[src/rtl/ubx_pkg.sv]
`timescale 1ns / 1ps

package ubx_pkg;

  // Frame delimiters and NAV-PVT identification
  localparam logic [7:0]  SyncFirst  = 8'hB5;
  localparam logic [7:0]  SyncSecond = 8'h62;
  localparam logic [7:0]  PvtClass   = 8'h01;
  localparam logic [7:0]  PvtId      = 8'h07;
  localparam logic [15:0] PvtMinLen  = 16'd92;

  // Reset value of the max payload register
  localparam logic [15:0] MaxPayloadReset = 16'd256;

  // Parser phases, one-hot
  typedef enum logic [8:0] {
    PH_SYNC1   = 9'b0_0000_0001,
    PH_SYNC2   = 9'b0_0000_0010,
    PH_CLASS   = 9'b0_0000_0100,
    PH_ID      = 9'b0_0000_1000,
    PH_LEN1    = 9'b0_0001_0000,
    PH_LEN2    = 9'b0_0010_0000,
    PH_PAYLOAD = 9'b0_0100_0000,
    PH_CKA     = 9'b0_1000_0000,
    PH_CKB     = 9'b1_0000_0000
  } phase_e;

endpackage

[src/rtl/ubx_frame_parser.sv]
`timescale 1ns / 1ps
// A result word appears in the cycle after its input byte is accepted.
// One byte per cycle unless the result register is stalled; phase machine and checksum
// updates for a byte are combinational, and the result register frees as it drains.
// Reset: asynchronous, active low; parser returns to sync hunt, sums and frame
// fields clear, max payload register reads 256, result register empties.
module ubx_frame_parser (
  input  logic        clk_i,
  input  logic        rst_ni,
  // configuration
  input  logic        cfg_we_i,
  input  logic [15:0] cfg_wdata_i,
  // input byte channel
  input  logic        in_valid_i,
  output logic        in_stall_o,
  input  logic [7:0]  data_byte_i,
  // result channel
  output logic        out_valid_o,
  input  logic        out_stall_i,
  output logic        payload_valid_o,
  output logic [7:0]  payload_byte_o,
  output logic [15:0] payload_index_o,
  output logic        frame_done_o,
  output logic        frame_good_o,
  output logic [7:0]  msg_class_o,
  output logic [7:0]  msg_id_o,
  output logic [15:0] msg_length_o,
  output logic        nav_pvt_match_o
);
  import ubx_pkg::*;

  logic [15:0] max_payload_q;

  phase_e      phase_q, phase_d;
  logic [7:0]  class_q, class_d;
  logic [7:0]  id_q, id_d;
  logic [15:0] length_q, length_d;
  logic [15:0] pos_q, pos_d;
  logic [7:0]  sum_a_q, sum_a_d;
  logic [7:0]  sum_b_q, sum_b_d;
  logic [7:0]  rx_sum_a_q, rx_sum_a_d;

  logic        out_valid_q;
  logic        pv_q, pv_d;
  logic [7:0]  pb_q, pb_d;
  logic [15:0] pi_q, pi_d;
  logic        done_q, done_d;
  logic        good_q, good_d;
  logic [7:0]  oc_q, oc_d;
  logic [7:0]  oi_q, oi_d;
  logic [15:0] ol_q, ol_d;
  logic        pvt_q, pvt_d;

  logic        in_acc;
  logic [7:0]  add_a;
  logic [7:0]  add_b;
  logic [15:0] len_full;
  logic [15:0] pos_inc;

  // Handshake: a new byte enters whenever the result register is free or draining
  assign in_stall_o = out_valid_q & out_stall_i;
  assign in_acc     = in_valid_i & ~in_stall_o;

  // Fletcher step on the incoming byte
  assign add_a    = sum_a_q + data_byte_i;
  assign add_b    = sum_b_q + add_a;
  assign len_full = {data_byte_i, length_q[7:0]};
  assign pos_inc  = pos_q + 16'd1;

  // Phase machine and result word for one byte
  always_comb begin
    phase_d    = phase_q;
    class_d    = class_q;
    id_d       = id_q;
    length_d   = length_q;
    pos_d      = pos_q;
    sum_a_d    = sum_a_q;
    sum_b_d    = sum_b_q;
    rx_sum_a_d = rx_sum_a_q;
    pv_d       = 1'b0;
    pb_d       = 8'd0;
    pi_d       = 16'd0;
    done_d     = 1'b0;
    good_d     = 1'b0;
    pvt_d      = 1'b0;
    case (phase_q)
      PH_SYNC2: begin
        if (data_byte_i == SyncSecond) begin
          phase_d = PH_CLASS;
          sum_a_d = 8'd0;
          sum_b_d = 8'd0;
        end else if (data_byte_i == SyncFirst) begin
          phase_d = PH_SYNC2;
        end else begin
          phase_d = PH_SYNC1;
        end
      end
      PH_CLASS: begin
        class_d = data_byte_i;
        sum_a_d = add_a;
        sum_b_d = add_b;
        phase_d = PH_ID;
      end
      PH_ID: begin
        id_d    = data_byte_i;
        sum_a_d = add_a;
        sum_b_d = add_b;
        phase_d = PH_LEN1;
      end
      PH_LEN1: begin
        length_d = {8'd0, data_byte_i};
        sum_a_d  = add_a;
        sum_b_d  = add_b;
        phase_d  = PH_LEN2;
      end
      PH_LEN2: begin
        pos_d = 16'd0;
        if (len_full > max_payload_q) begin
          // overlong frame: drop everything and hunt again
          phase_d    = PH_SYNC1;
          class_d    = 8'd0;
          id_d       = 8'd0;
          length_d   = 16'd0;
          sum_a_d    = 8'd0;
          sum_b_d    = 8'd0;
          rx_sum_a_d = 8'd0;
        end else begin
          length_d = len_full;
          sum_a_d  = add_a;
          sum_b_d  = add_b;
          phase_d  = (len_full == 16'd0) ? PH_CKA : PH_PAYLOAD;
        end
      end
      PH_PAYLOAD: begin
        pv_d    = 1'b1;
        pb_d    = data_byte_i;
        pi_d    = pos_q;
        sum_a_d = add_a;
        sum_b_d = add_b;
        pos_d   = pos_inc;
        if (pos_inc >= length_q) begin
          phase_d = PH_CKA;
        end
      end
      PH_CKA: begin
        rx_sum_a_d = data_byte_i;
        phase_d    = PH_CKB;
      end
      PH_CKB: begin
        done_d = 1'b1;
        good_d = (rx_sum_a_q == sum_a_q) && (data_byte_i == sum_b_q);
        pvt_d  = good_d && (class_q == PvtClass) && (id_q == PvtId) &&
                 (length_q >= PvtMinLen);
        // frame finished: clear for the next one
        phase_d    = PH_SYNC1;
        class_d    = 8'd0;
        id_d       = 8'd0;
        length_d   = 16'd0;
        pos_d      = 16'd0;
        sum_a_d    = 8'd0;
        sum_b_d    = 8'd0;
        rx_sum_a_d = 8'd0;
      end
      default: begin
        // sync hunt; undefined codes fall in here too
        phase_d = (data_byte_i == SyncFirst) ? PH_SYNC2 : PH_SYNC1;
      end
    endcase
    // frame fields shown after the byte, except the finished frame on CKB
    if (phase_q == PH_CKB) begin
      oc_d = class_q;
      oi_d = id_q;
      ol_d = length_q;
    end else begin
      oc_d = class_d;
      oi_d = id_d;
      ol_d = length_d;
    end
  end

  // Config register
  always_ff @(posedge clk_i or negedge rst_ni) begin
    if (!rst_ni) begin
      max_payload_q <= MaxPayloadReset;
    end else if (cfg_we_i) begin
      max_payload_q <= cfg_wdata_i;
    end
  end

  // Parser state
  always_ff @(posedge clk_i or negedge rst_ni) begin
    if (!rst_ni) begin
      phase_q    <= PH_SYNC1;
      class_q    <= 8'd0;
      id_q       <= 8'd0;
      length_q   <= 16'd0;
      pos_q      <= 16'd0;
      sum_a_q    <= 8'd0;
      sum_b_q    <= 8'd0;
      rx_sum_a_q <= 8'd0;
    end else if (in_acc) begin
      phase_q    <= phase_d;
      class_q    <= class_d;
      id_q       <= id_d;
      length_q   <= length_d;
      pos_q      <= pos_d;
      sum_a_q    <= sum_a_d;
      sum_b_q    <= sum_b_d;
      rx_sum_a_q <= rx_sum_a_d;
    end
  end

  // Result register valid
  always_ff @(posedge clk_i or negedge rst_ni) begin
    if (!rst_ni) begin
      out_valid_q <= 1'b0;
    end else if (in_acc) begin
      out_valid_q <= 1'b1;
    end else if (!out_stall_i) begin
      out_valid_q <= 1'b0;
    end
  end

  // Result register payload
  always_ff @(posedge clk_i) begin
    if (in_acc) begin
      pv_q   <= pv_d;
      pb_q   <= pb_d;
      pi_q   <= pi_d;
      done_q <= done_d;
      good_q <= good_d;
      oc_q   <= oc_d;
      oi_q   <= oi_d;
      ol_q   <= ol_d;
      pvt_q  <= pvt_d;
    end
  end

  assign out_valid_o     = out_valid_q;
  assign payload_valid_o = pv_q;
  assign payload_byte_o  = pb_q;
  assign payload_index_o = pi_q;
  assign frame_done_o    = done_q;
  assign frame_good_o    = good_q;
  assign msg_class_o     = oc_q;
  assign msg_id_o        = oi_q;
  assign msg_length_o    = ol_q;
  assign nav_pvt_match_o = pvt_q;

  // Checks
  a_acc_gives_word: assert property (@(posedge clk_i) disable iff (!rst_ni)
    in_acc |=> out_valid_q)
    else $error("accepted byte produced no result word");

  a_pvt_implies_good: assert property (@(posedge clk_i) disable iff (!rst_ni)
    (out_valid_q && pvt_q) |-> (done_q && good_q && oc_q == PvtClass &&
                                oi_q == PvtId && ol_q >= PvtMinLen))
    else $error("nav_pvt_match without a good NAV-PVT frame");

  a_index_in_range: assert property (@(posedge clk_i) disable iff (!rst_ni)
    (out_valid_q && pv_q) |-> (pi_q < ol_q && !done_q))
    else $error("payload index outside frame length");

  a_len_bounded: assert property (@(posedge clk_i) disable iff (!rst_ni)
    (in_acc && phase_q == PH_PAYLOAD) |-> (length_q != 16'd0 && pos_q < length_q))
    else $error("payload phase with exhausted length");

endmodule
[config.mk]
export PLATFORM = sky130hd
export DESIGN_NAME = ubx_frame_parser
export DESIGN_NICKNAME = d
export VERILOG_FILES = /design/src/rtl/ubx_pkg.sv /design/src/rtl/ubx_frame_parser.sv
export SDC_FILE = /design/constraint.sdc
export NUM_CORES = 1
export LEC_CHECK = 0
export BUFFER_PORTS_ARGS = -buffer_cell sky130_fd_sc_hd__buf_2
export CELL_PAD_IN_SITES_DETAIL_PLACEMENT = 0
export CELL_PAD_IN_SITES_GLOBAL_PLACEMENT = 2
export CORE_MARGIN = 4
export CORE_UTILIZATION = 39
export CTS_CLUSTER_DIAMETER = 100
export DETAILED_ROUTE_END_ITERATION = 8
export HOLD_SLACK_MARGIN = 0.05
export PLACE_DENSITY = 0.76
export SETUP_SLACK_MARGIN = 0.02
export SYNTH_ARGS = -nofsm -noshare
export SYNTH_HDL_FRONTEND = slang
export SYNTH_SLANG_ARGS = --single-unit
[constraint.sdc]
create_clock -name clk_i -period 3.7 [get_ports clk_i]
set_clock_uncertainty 0.2 [all_clocks]
set_input_delay 0.74 -clock clk_i [delete_from_list [all_inputs] [get_ports clk_i]]
set_output_delay 0.74 -clock clk_i [all_outputs]
set_load 0.05 [all_outputs]
==> reports/metrics.cfg <==
[status]
status=completed

[timing]
period_share_pct=91.2
rsz0062_at_grt=no
worstMarginPinSlew_ns=1.25
period_minus_slack_ns=3.38
setup_viol=0
slew_headroom_pct=16.2
finalSetupTns_ns=0
drv_slew=0
clock.fmax_mhz=296
finalHoldViolCount=0

[yosys]
synth_compound_area_share_pct=16.2
synth.area.top_cells=dfrtp_1 29%, edfxtp_1 22%, ha_1 7.1%
synth_async_sr_flop_share_pct=62.0
synth-simple-area-share_pct=15.1
synth_seq_area_share_pct=51.2
synth_top_cell_area_share_pct=28.9
synth.distinct_cells=55
syn_area_sq_um=8310
synth_mux_area_share_pct=0.813
synth-main-ff-cell=dfrtp_1
synthXorXnorAreaFrac_pct=4.96
syn_inst=769
synth_top_area_cell=dfrtp_1
syn_nets=847
ys_ff_latch=158
synth.avg_cell_area_sq_um=10.8
synth_edf_count=60
yosysWarnings=0
synth_top_family_by_area=compound AO/OA/AOI/OAI gates
synthAdderAreaFrac_pct=7.56

[cells_and_area]
mostFrequentLayoutCell=dfrtp_1
syn_to_final_growth_pct=17.9
layout_common_cells=96 x dfrtp_1, 89 x buf_2, 86 x nand2_1
fillers=2034
final_area_sq_um=9800
nets=949
fin_util_pct=46.7
diodes=0
final_layout_size_suffix_gt1_share_pct=20.8

[route]
firstDrtPassIters=5
finalWirelength_mm=20.9
wl_per_cell_microns=18.0
vias=6117
first_iter_violations=366
via_per_inst=5.28
ant_nets=0
drc=0

[global_route]
grt_pass1_vias=6087
grt_remaining_overflow=0
grt_pass1_wl_mm=33.8
grt_usage_pct=17.9
grt_max_degree=72
antenna_found_initial=0

[job]
maxCapViolations=0

[floorplanning]
dieArea_sq_um=23700
start_util_pct=39.6
dieWidth_microns=154
die_y_microns=154
core_area_sq_um=21000
rows=53
io_pins=91

[setup_path]
worst_setup_path_end_kind=flip-flop
cp_max_fo=9
worstSetupPathType=reg -> reg
r2r_slack_ns=0.32
reg2reg_depth=14
critPathArrivalTime_ns=3.49
rr_endpoint=phase_q[1]$_DFFE_PN0P_
cp_data_required_time_ns=3.82
rr_startpoint=pos_q[2]$_DFFE_PN0P_
cp-start-kind=flip-flop

[clocking]
clk_latency_ns=0.44
path_clk_slew_ns=0.07
cts_tree=done
clockBufferDepth=2
cts_buffers=17
cts.sinks=158
cts-htree-levels=4
clock-root-buffer=clkbuf_16
post_cts_buffers=0

[hold_path]
hp-class=in -> reg
min_from=cfg_wdata_i[9]
hold_path_end=max_payload_q[9]$_DFFE_PN0P_
whs_path_depth=3

[pwr]
p_per_area_nw_per_um2=418
power_mw=4.10
vdd_drop_max_mv=0.311
leakagePower_nw=4.48

[placed_design]
globalplace.congestion=0.807
placed_cell_area_sq_um=9190
hpwl_mm=15.0
io_buffers=90

-- synthesized netlist by cell type, types with 12 or more instances --
library cell	count
xor2_1	22
o21ai_0	47
nand2_1	86
dfrtp_1	96
and2_1	30
a21o_1	14
xnor2_1	25
ha_1	47
clkbuf_1	31
inv_1	43
a21oi_1	15
a22o_1	66
nor2_1	36
edfxtp_1	60
and3_1	12
-- layout make-up --
type | count | area, sq um | area share (%)
flip-flops and latches | 158 | 4260 | 43.5
multi-input cells | 526 | 3710 | 37.9
repair buffers | 124 | 723 | 7.38
clock buffers | 17 | 425 | 4.34
well taps | 275 | 344 | 3.51
clock inverters | 15 | 166 | 1.70
inverters | 44 | 166 | 1.70
-- routing by layer --
layer	GRT usage (%)	up-vias	routed length (microns)	share of wire, %
li1	-	2968	-	-
met1	25.3	2988	9890	47
met2	28.5	143	9840	47
met3	3.32	18	907	4.3
met4	4.88	0	229	1.1
met5	0	-	0	0
-- worst max-delay path by stage --
stage,start,end,cells past startpoint
after floorplan,data_byte_i[1],sum_b_q[7]$_DFFE_PN0P_,15
after global placement,data_byte_i[0],sum_b_q[7]$_DFFE_PN0P_,15
after detailed placement,data_byte_i[0],sum_b_q[2]$_DFFE_PN0P_,12
after CTS,pos_q[2]$_DFFE_PN0P_,phase_q[1]$_DFFE_PN0P_,14
after global routing,sum_a_q[0]$_DFFE_PN0P_,sum_b_q[7]$_DFFE_PN0P_,14
final,pos_q[2]$_DFFE_PN0P_,phase_q[1]$_DFFE_PN0P_,14
-- registers in the layout, summed over array words and instances (netlist names), 8 cells and up --
signal / cells
length_q: 16
sum_a_q: 8
payload_byte_o: 8
sum_b_q: 8
rx_sum_a_q: 8
msg_class_o: 8
payload_index_o: 16
class_q: 8
max_payload_q: 16
id_q: 8
pos_q: 16
msg_length_o: 16
msg_id_o: 8
phase_q: 9
-- repair_timing --
item	CTS	global route
endpoints found under the setup margin	0	3
hold buffers	1	0
endpoints found under the hold margin	26	0
resized for setup	0	1
-- cells by family (layout without fill, tap and decap cells) --
kind of cell | count (synthesis) | count (layout)
AOI/OAI and AO/OA | 182 | 182
xor gates and xnor gates | 47 | 47
adders and majority gates | 49 | 49
buffers and inverters | 85 | 200
DFF | 158 | 158
muxes | 6 | 6
and+or+nand+nor | 242 | 242
-- critical path: stages (launching register included) --
cell and delay, ns:
dfrtp_1 0.45, and3_1 0.21, and3_1 0.22, nand2_1 0.10
nor3_2 0.20, nand3_1 0.16, xnor2_1 0.16, ha_1 0.29
a21o_1 0.19, a21o_1 0.17, a21oi_1 0.13, nand2_1 0.08
o21ai_2 0.16, buf_4 0.20, mux2_2 0.35
-- power breakdown --
group          internal, mW  total, mW  switching [mW]
sequential             1.90       1.94          0.0411
combinational         0.134      0.412           0.278
clock                 0.909       1.75           0.838
-- metrics by stage --
step / hold WS [ns] / setup slack [ns] / instances
after detailed placement: 0.311 / -0.0728 / 1126
after global routing: 0.308 / 0.0459 / 1159
final: 0.310 / 0.324 / 1159
after floorplan: 0.244 / 0.0714 / 769
after global placement: 0.294 / 0.0531 / 1126
after CTS: 0.292 / 0.242 / 1159
Note: power is estimated with default switching activity, not from simulation.
